[src/design/relation_property_closure_assert.svh]
// assertion macros for the relation property and closure block
`ifndef RELATION_PROPERTY_CLOSURE_ASSERT_SVH
`define RELATION_PROPERTY_CLOSURE_ASSERT_SVH

// same-cycle implication, checked outside reset
`define RPC_ASSERT_NOW(label, clk, rst, ante, cons, msg) \
   label: assert property (@(posedge clk) disable iff (rst) (ante) |-> (cons)) \
      else $error(msg);

// next-cycle implication, checked outside reset
`define RPC_ASSERT_NEXT(label, clk, rst, ante, cons, msg) \
   label: assert property (@(posedge clk) disable iff (rst) (ante) |=> (cons)) \
      else $error(msg);

`endif

[src/design/rpc_pkg.sv]
// shared types and constants of the relation property and closure block
`default_nettype none

package rpc_pkg;

   localparam int ROW_W = 16;

   localparam logic [1:0] KIND_REFL  = 2'd0;
   localparam logic [1:0] KIND_SYM   = 2'd1;
   localparam logic [1:0] KIND_TRANS = 2'd2;

   typedef enum logic [1:0] {
      ST_LOAD,
      ST_WORK,
      ST_EMIT
   } state_type;

   typedef struct packed {
      logic       shift;
      logic       warsh;
      logic [3:0] pivot_bit;
   } cell_ctrl_type;

   typedef struct packed {
      logic refl;
      logic irrefl;
      logic sym;
      logic anti;
      logic trans;
   } flags_type;

   // ones in the low n bits, n from 1 to 16
   function automatic logic [ROW_W-1:0] row_mask(input logic [4:0] n);
      logic [ROW_W:0] ones;
      ones = ({{ROW_W{1'b0}}, 1'b1} << n) - {{ROW_W{1'b0}}, 1'b1};
      return ones[ROW_W-1:0];
   endfunction

endpackage

`default_nettype wire

[src/design/rpc_cell.sv]
// one cell of the row chain: holds an original row and a working closure row
`default_nettype none

module rpc_cell
   import rpc_pkg::*;
(
   input  wire logic              clock,
   input  wire logic              load_en,
   input  wire logic [ROW_W-1:0]  load_row,
   input  wire cell_ctrl_type     ctrl,
   input  wire logic [ROW_W-1:0]  pivot_row,
   input  wire logic [ROW_W-1:0]  nbr_row,
   output logic [ROW_W-1:0]       orig_row,
   output logic [ROW_W-1:0]       clos_row,
   output logic [ROW_W-1:0]       upd_row
);

   logic [ROW_W-1:0] orig_ff, orig_in;
   logic [ROW_W-1:0] clos_ff, clos_in;

   // warshall step: or in the pivot row when this row reaches the pivot; next rows: load, shift or hold
   always_comb begin
      upd_row = clos_ff;
      if (ctrl.warsh && clos_ff[ctrl.pivot_bit]) begin
         upd_row = clos_ff | pivot_row;
      end
      orig_in = load_en ? load_row : orig_ff;
      clos_in = clos_ff;
      if (load_en) begin
         clos_in = load_row;
      end else if (ctrl.shift) begin
         clos_in = nbr_row;
      end
   end

   always_ff @(posedge clock) begin
      orig_ff <= orig_in;
      clos_ff <= clos_in;
   end

   assign orig_row = orig_ff;
   assign clos_row = clos_ff;

endmodule

`default_nettype wire

[src/design/relation_property_closure.sv]
// relation property check and closure generation, top level
// flow: n row beats to load, then a property check and warshall step per
// row, then 3n result beats (reflexive, symmetric, transitive closures),
// which wait on output stalls; rows of the next matrix stall until the last
// result beat has been issued, n = set_size clamped to 1 .. 16
// reset: synchronous active high, set_size back to 16 and the load count to 0
`default_nettype none

module relation_property_closure
   import rpc_pkg::*;
#(
   parameter int MAX_ELEMENTS = 16
) (
   input  wire logic              clock,
   input  wire logic              reset,
   input  wire logic              csr_write_enable,
   input  wire logic [4:0]        csr_write_data,
   input  wire logic              req_valid,
   output logic                   req_stall,
   input  wire logic [15:0]       req_row_bits,
   output logic                   rsp_valid,
   input  wire logic              rsp_stall,
   output logic [1:0]             rsp_closure_kind,
   output logic [3:0]             rsp_row_index,
   output logic [15:0]            rsp_closure_row,
   output logic                   rsp_flag_reflexive,
   output logic                   rsp_flag_irreflexive,
   output logic                   rsp_flag_symmetric,
   output logic                   rsp_flag_antisymmetric,
   output logic                   rsp_flag_transitive,
   output logic                   rsp_last
);

   // rows in use never exceed the row width
   localparam int DEPTH = (MAX_ELEMENTS < ROW_W) ? MAX_ELEMENTS : ROW_W;
   localparam int IDXW  = $clog2(DEPTH);

   state_type        state_ff, state_in;
   logic [4:0]       size_ff, size_in;
   logic [3:0]       ld_ff, ld_in;       // next row to load
   logic [3:0]       cnt_ff, cnt_in;     // row / pivot counter
   logic [1:0]       kind_ff, kind_in;
   flags_type        flags_ff, flags_in;

   logic             rsp_valid_ff, rsp_valid_in;
   logic [1:0]       out_kind_ff, out_kind_in;
   logic [3:0]       out_idx_ff, out_idx_in;
   logic [15:0]      out_row_ff, out_row_in;
   flags_type        out_flags_ff, out_flags_in;
   logic             out_last_ff, out_last_in;

   logic [4:0]       n_eff;
   logic [3:0]       n_m1;
   logic [15:0]      mask;
   logic             req_beat;
   logic             fire;
   logic             cnt_end;
   cell_ctrl_type    ctrl;

   logic [15:0]      orig_rows [DEPTH];
   logic [15:0]      clos_rows [DEPTH];
   logic [15:0]      upd_rows  [DEPTH];
   logic [DEPTH-1:0] load_en;

   logic [15:0]      row_sel;            // original row at the counter
   logic [15:0]      col_sel;            // original column at the counter
   logic [15:0]      onehot;
   logic [15:0]      reach;              // or of rows reached in one step

   // element count clamped to 1 .. DEPTH
   always_comb begin
      n_eff = size_ff;
      if (size_ff == 5'd0) begin
         n_eff = 5'd1;
      end else if (size_ff > 5'(DEPTH)) begin
         n_eff = 5'(DEPTH);
      end
   end

   assign n_m1      = 4'(n_eff - 5'd1);
   assign mask      = row_mask(n_eff);
   assign req_stall = (state_ff != ST_LOAD);
   assign req_beat  = req_valid && !req_stall;
   assign cnt_end   = (cnt_ff == n_m1);
   assign fire      = (state_ff == ST_EMIT) && (!rsp_valid_ff || !rsp_stall);

   // closure rows rotate one cell per step while working, and per transitive beat
   always_comb begin
      ctrl.warsh     = (state_ff == ST_WORK);
      ctrl.shift     = (state_ff == ST_WORK) || (fire && kind_ff == KIND_TRANS);
      ctrl.pivot_bit = cnt_ff;
   end

   // the cell chain, ring length follows the element count
   // the pivot is the registered row in cell 0, an or with itself changes nothing
   for (genvar c = 0; c < DEPTH; c++) begin : g_cell
      logic [15:0] nbr;
      assign load_en[c] = req_beat && (ld_ff == 4'(c));
      assign nbr = (4'(c) == n_m1) ? upd_rows[0] : upd_rows[(c + 1) % DEPTH];
      rpc_cell u_cell (
         .clock     (clock),
         .load_en   (load_en[c]),
         .load_row  (req_row_bits & mask),
         .ctrl      (ctrl),
         .pivot_row (clos_rows[0]),
         .nbr_row   (nbr),
         .orig_row  (orig_rows[c]),
         .clos_row  (clos_rows[c]),
         .upd_row   (upd_rows[c])
      );
   end

   assign row_sel = orig_rows[cnt_ff[IDXW-1:0]];
   assign onehot  = 16'(1) << cnt_ff;

   // column and one-step reach gathered across the cells
   always_comb begin
      col_sel = '0;
      reach   = '0;
      for (int c = 0; c < DEPTH; c++) begin
         col_sel[c] = orig_rows[c][cnt_ff];
         if (row_sel[c]) begin
            reach = reach | orig_rows[c];
         end
      end
      col_sel = col_sel & mask;
   end

   always_comb begin
      state_in     = state_ff;
      size_in      = size_ff;
      ld_in        = ld_ff;
      cnt_in       = cnt_ff;
      kind_in      = kind_ff;
      flags_in     = flags_ff;
      rsp_valid_in = rsp_valid_ff;
      out_kind_in  = out_kind_ff;
      out_idx_in   = out_idx_ff;
      out_row_in   = out_row_ff;
      out_flags_in = out_flags_ff;
      out_last_in  = out_last_ff;

      if (rsp_valid_ff && !rsp_stall) begin
         rsp_valid_in = 1'b0;
      end

      unique case (state_ff)
         ST_LOAD: begin
            if (req_beat) begin
               if (ld_ff == n_m1) begin
                  ld_in    = '0;
                  cnt_in   = '0;
                  flags_in = '1;
                  state_in = ST_WORK;
               end else begin
                  ld_in = ld_ff + 4'd1;
               end
            end
         end
         ST_WORK: begin
            // property checks on row cnt, warshall pivot cnt in the cells
            if (row_sel[cnt_ff]) begin
               flags_in.irrefl = 1'b0;
            end else begin
               flags_in.refl = 1'b0;
            end
            if ((row_sel ^ col_sel) != '0) begin
               flags_in.sym = 1'b0;
            end
            if ((row_sel & col_sel & ~onehot) != '0) begin
               flags_in.anti = 1'b0;
            end
            if ((reach & ~row_sel) != '0) begin
               flags_in.trans = 1'b0;
            end
            if (cnt_end) begin
               cnt_in   = '0;
               kind_in  = KIND_REFL;
               state_in = ST_EMIT;
            end else begin
               cnt_in = cnt_ff + 4'd1;
            end
         end
         ST_EMIT: begin
            if (fire) begin
               rsp_valid_in = 1'b1;
               out_kind_in  = kind_ff;
               out_idx_in   = cnt_ff;
               out_flags_in = flags_ff;
               out_last_in  = (kind_ff == KIND_TRANS) && cnt_end;
               case (kind_ff)
                  KIND_REFL: out_row_in = (row_sel | onehot) & mask;
                  KIND_SYM:  out_row_in = (row_sel | col_sel) & mask;
                  default:   out_row_in = upd_rows[0] & mask;
               endcase
               if (cnt_end) begin
                  cnt_in = '0;
                  if (kind_ff == KIND_TRANS) begin
                     state_in = ST_LOAD;
                  end else begin
                     kind_in = kind_ff + 2'd1;
                  end
               end else begin
                  cnt_in = cnt_ff + 4'd1;
               end
            end
         end
         default: state_in = ST_LOAD;
      endcase

      // a set_size write drops any partly loaded matrix
      if (csr_write_enable) begin
         size_in = csr_write_data;
         ld_in   = '0;
      end
   end

   always_ff @(posedge clock) begin
      if (reset) begin
         state_ff     <= ST_LOAD;
         size_ff      <= 5'd16;
         ld_ff        <= '0;
         cnt_ff       <= '0;
         kind_ff      <= KIND_REFL;
         rsp_valid_ff <= 1'b0;
      end else begin
         state_ff     <= state_in;
         size_ff      <= size_in;
         ld_ff        <= ld_in;
         cnt_ff       <= cnt_in;
         kind_ff      <= kind_in;
         rsp_valid_ff <= rsp_valid_in;
      end
   end

   // result payload, held while the beat is stalled
   always_ff @(posedge clock) begin
      flags_ff     <= flags_in;
      out_kind_ff  <= out_kind_in;
      out_idx_ff   <= out_idx_in;
      out_row_ff   <= out_row_in;
      out_flags_ff <= out_flags_in;
      out_last_ff  <= out_last_in;
   end

   assign rsp_valid              = rsp_valid_ff;
   assign rsp_closure_kind       = out_kind_ff;
   assign rsp_row_index          = out_idx_ff;
   assign rsp_closure_row        = out_row_ff;
   assign rsp_flag_reflexive     = out_flags_ff.refl;
   assign rsp_flag_irreflexive   = out_flags_ff.irrefl;
   assign rsp_flag_symmetric     = out_flags_ff.sym;
   assign rsp_flag_antisymmetric = out_flags_ff.anti;
   assign rsp_flag_transitive    = out_flags_ff.trans;
   assign rsp_last               = out_last_ff;

`include "relation_property_closure_assert.svh"

   // only the transitive closure may close a burst
   `RPC_ASSERT_NOW(a_last_kind, clock, reset, rsp_valid_ff && out_last_ff, out_kind_ff == KIND_TRANS, "last beat not transitive")
   // the work phase hands over only to emission
   `RPC_ASSERT_NEXT(a_work_next, clock, reset, state_ff == ST_WORK, state_ff == ST_WORK || state_ff == ST_EMIT, "work phase left wrongly")
   // result row stays within the rows in use
   `RPC_ASSERT_NOW(a_row_range, clock, reset, rsp_valid_ff && !csr_write_enable, out_idx_ff <= n_m1, "row index beyond set size")

endmodule

`default_nettype wire

[config.mk]
export PLATFORM = sky130hd
export DESIGN_NAME = relation_property_closure
export DESIGN_NICKNAME = d
export VERILOG_FILES = /design/src/design/rpc_pkg.sv /design/src/design/rpc_cell.sv /design/src/design/relation_property_closure.sv
export VERILOG_INCLUDE_DIRS = /design/src /design/src/design
export SDC_FILE = /design/constraint.sdc
export NUM_CORES = 1
export LEC_CHECK = 0
export BUFFER_PORTS_ARGS = -buffer_cell sky130_fd_sc_hd__buf_2
export CELL_PAD_IN_SITES_DETAIL_PLACEMENT = 1
export CELL_PAD_IN_SITES_GLOBAL_PLACEMENT = 1
export CORE_ASPECT_RATIO = 1.25
export CORE_MARGIN = 2
export CORE_UTILIZATION = 40
export DETAILED_ROUTE_END_ITERATION = 7
export HOLD_SLACK_MARGIN = 0.03
export PLACE_DENSITY_LB_ADDON = 0.1
export SLEW_MARGIN = 20
export SYNTH_ARGS = -nofsm -noshare
export SYNTH_HDL_FRONTEND = slang
export SYNTH_SLANG_ARGS = --single-unit
[constraint.sdc]
create_clock -name clock -period 9.96 [get_ports clock]
set_clock_uncertainty 0.2 [all_clocks]
set_input_delay 2.49 -clock clock [delete_from_list [all_inputs] [get_ports clock]]
set_output_delay 2.49 -clock clock [all_outputs]
set_load 0.1 [all_outputs]
==> run_results.csv <==
group,metric,value,unit
outcome,outcome,"completed",
final_layout,num-nets-final,2490,
grt,antenna_found_initial,9,
worst_setup_path,timing.critical_path.from,"cnt_ff[1]",
place,port_buffers,55,
worst_setup_path,rrSetupSlack,4.04,ns
timing,finalSetupViolations,0,
synth,yosysWarnings,0,
timing,hold_viol,0,
cts,cts_inserted_buffers,66,
synth,syn_inst,2466,
power_and_ir_drop,switching_share,28.50,%
synth,synth_ff_type,"edfxtp_1",
cts,cts_buffer_depth,3,
worst_setup_path,r2r_cells,12,
floorplan,io_pins,56,
power_and_ir_drop,switchingPower,1717,uW
power_and_ir_drop,p_seq_share,46.8,%
grt,grt_max_degree,62,
floorplan,core,77450,sq um
timing,fin_crit_sh,59.42,%
power_and_ir_drop,ir_worst_vdd,126.6,uV
worst_setup_path,r2r-end,"flags_ff[0]",
place,dp_hpwl,92100,um
flow_run,cap_viol_max_count,0,
final_layout,fin_util,44.74,%
timing,worst_pin_slew,1.190,ns
timing,slew_headroom,20.57,%
worst_hold_path,worstHoldPathCells,0,
timing,hold_slack,0.2203,ns
synth,syn_area_per_cell,12.72,sq um
cts,cts_tree,"done",
cts,holdBufCountCts,0,
cts,clk_pin_slew,0.06,ns
synth,synth_area_leaders,"edfxtp_1 (52%), mux4_2 (14%), a221oi_1 (4.4%)",
timing,slew_violations,0,
worst_setup_path,r2r-start,"cnt_ff[1]",
synth,yosys.area.top_type,"edfxtp_1",
timing,rsz0062_at_grt,"false",
worst_setup_path,worstPathRequired,10.13,ns
place,gp_congestion,1.032,
grt,grt_use_total,34.52,%
cts,root_buffer,"clkbuf_16",
cts,clkLatencyLatePin,0.64,ns
synth,synth_cell_types,69,
drt,first_iter_violations,3072,
power_and_ir_drop,p_int,4306,uW
power_and_ir_drop,clkPwrFrac,39.4,%
worst_hold_path,min_to,"rsp_flag_symmetric",
drt,final_antenna_net_count,0,
drt,routed_wl,138300,um
power_and_ir_drop,p_leak,0.01112,uW
drt,vias,24890,
worst_setup_path,path_max_fanout,56,
drt,wl_per_cell,39.26,um
worst_hold_path,hp-start,"flags_ff[2]",
power_and_ir_drop,power_frac_comb,13.7,%
floorplan,start_util,40.50,%
worst_hold_path,hold_class,"register to register",
cts,cts.sinks,563,
final_layout,drive_gt1_share,19.97,%
worst_setup_path,end_kind,"register",
synth,syn_nets,2533,
cts,cts_max_level,3,
worst_setup_path,start_kind,"register",
floorplan,die_area,80680,sq um
grt,grt-ovfl-total,0,
synth,synth_edf_count,545,
synth,syn_area,31370,sq um
power_and_ir_drop,power.density,173.8,nW/um^2
synth,ys_ff_latch,563,
grt,grt_pass1_vias,25290,
grt,grt_pass1_wl,194200,um
timing,period_needed,5.919,ns
drt,drtPass1Iterations,7,
timing,fmax,169.0,MHz
worst_setup_path,arrival,6.09,ns
cts,cts_setup_buffers,0,
floorplan,rows,114,
drt,drt-vias-per-instance,7.063,
cts,cts-resized-gates,0,
floorplan,die_x,254.5,um
synth,yosysSeqAreaShare,53.33,%
worst_setup_path,path_class,"register to register",
floorplan,die_y,317.1,um
drt,drc,0,
synth,netlist.area_leader.share,52.18,%
synth,async_reset_ff_share,0,%
final_layout,synthToLayoutAreaGrowth,10.47,%
timing,setup_tns,0,ns
==> per-stage QoR <==
| stage | cells | power, uW | worst slack, ns | cell area, sq um |
|---|---|---|---|---|
| CTS | 3518 | 6034 | 4.320 | 34630 |
| global placement | 3399 | 3655 | 4.356 | 32580 |
| global route | 3518 | 6174 | 4.011 | 34630 |
| floorplan | 2466 | 3288 | 4.627 | 31370 |
| detailed placement | 3399 | 3672 | 4.334 | 32600 |
| finish | 3524 | 6023 | 4.041 | 34650 |
==> cells in the final DEF, fill, tap and decap left out, types with 9 or more instances in the layout <==
cell	count
edfxtp_1	545
a21oi_1	244
nand2_1	197
mux4_2	192
a221oi_1	159
a22oi_1	138
nor2_1	128
buf_4	87
o21ai_0	80
clkbuf_16	66
buf_2	55
mux2i_1	46
ha_1	41
inv_1	37
o22ai_1	35
a222oi_1	30
nand3_1	26
mux2_2	23
nor3_1	18
and2_1	17
a31oi_1	17
nand2b_1	16
clkinv_1	16
nor2b_1	15
dfxtp_1	14
a211oi_1	13
clkinv_2	13
xnor2_1	11
a22o_1	11
clkbuf_1	11
nor4_1	10
and3_1	10
nor2_4	9
==> synth_stat cells (21+ instances only) <==
cell        n
a21oi_1   245
a221oi_1  159
a222oi_1   30
a22oi_1   138
buf_1      21
buf_2      55
clkbuf_1  152
edfxtp_1  545
ha_1       41
inv_1      40
mux2_2     23
mux2i_1    46
mux4_2    192
nand2_1   197
nand3_1    26
nor2_1    137
o21ai_0    90
o22ai_1    35
==> flip-flops by register name, indices dropped and copies added (netlist names) <==
register                flops
rsp_flag_antisymmetric      1
flags_ff                    5
rsp_flag_symmetric          1
state_ff                    2
rsp_flag_reflexive          1
rsp_closure_row            16
kind_ff                     2
rsp_flag_transitive         1
cnt_ff                      4
rsp_valid                   1
g_cell.u_cell.clos_row    256
rsp_closure_kind            2
rsp_last                    1
rsp_row_index               4
rsp_flag_irreflexive        1
g_cell.u_cell.orig_row    256
size_ff                     5
ld_ff                       4
==> power by group through the flow <==
stage | registers (uW) | clock network (uW) | logic, uW
2_1_floorplan | 2830 | 0 | 457
3_3_place_gp | 2860 | 0 | 791
3_5_place_dp | 2870 | 0 | 804
4_1_cts | 2820 | 2410 | 807
5_1_grt | 2830 | 2490 | 859
6_report | 2820 | 2370 | 828
==> worst max-delay path, stage by stage (launching register included) <==
cell,delay (ns)
dfxtp_4,1.02
buf_4,0.69
mux4_2,0.59
o22ai_1,0.16
a311oi_1,0.07
buf_4,0.22
or2_2,0.57
a222oi_1,0.38
and3_1,0.21
a31oi_1,0.14
nor4_1,0.77
o2111a_1,0.32
a41oi_1,0.14
==> per-layer routing <==
| layer | vias up | GRT usage, % | routed length, um |
|---|---|---|---|
| met5 | - | 0 | 24 |
| met4 | 4 | 24.16 | 11380 |
| met3 | 532 | 6.164 | 10660 |
| met2 | 1584 | 57.35 | 66860 |
| met1 | 12830 | 40.66 | 49420 |
| li1 | 9945 | - | - |
==> final cells by class <==
type,count,area (sq um)
antenna,6,15.01
clock buffer,77,1693
clock inverter,42,345.3
fill,7904,42800
inverter,43,161.4
multi-input combinational,1607,13460
sequential,563,16740
tap,1044,1306
timing repair buffer,142,928.4
==> kinds of logic (layout without fill, tap and decap cells) <==
logic type	Yosys count	in the layout	synth area share, %
other	0	6	0
buffers and inverters	296	304	4.133
DFF	563	563	53.33
muxes	261	261	16.08
and+or+nand+nor	483	483	6.869
adders and majority gates	41	41	1.636
xor gates and xnor gates	15	15	0.4188
AOI/OAI and AO/OA	807	807	17.54
==> worst max path at each step <==
stage                                    end  slack, ns  depth (start not counted)
3_5_place_dp                     flags_ff[0]       4.33                         11
6_report                         flags_ff[0]       4.04                         12
5_1_grt                          flags_ff[0]       4.01                         11
4_1_cts                          flags_ff[0]       4.32                         11
3_3_place_gp   g_cell[0].u_cell.clos_row[10]       4.36                          7
2_1_floorplan   g_cell[0].u_cell.clos_row[0]       4.63                          5
(Power assumes the default switching activity.)
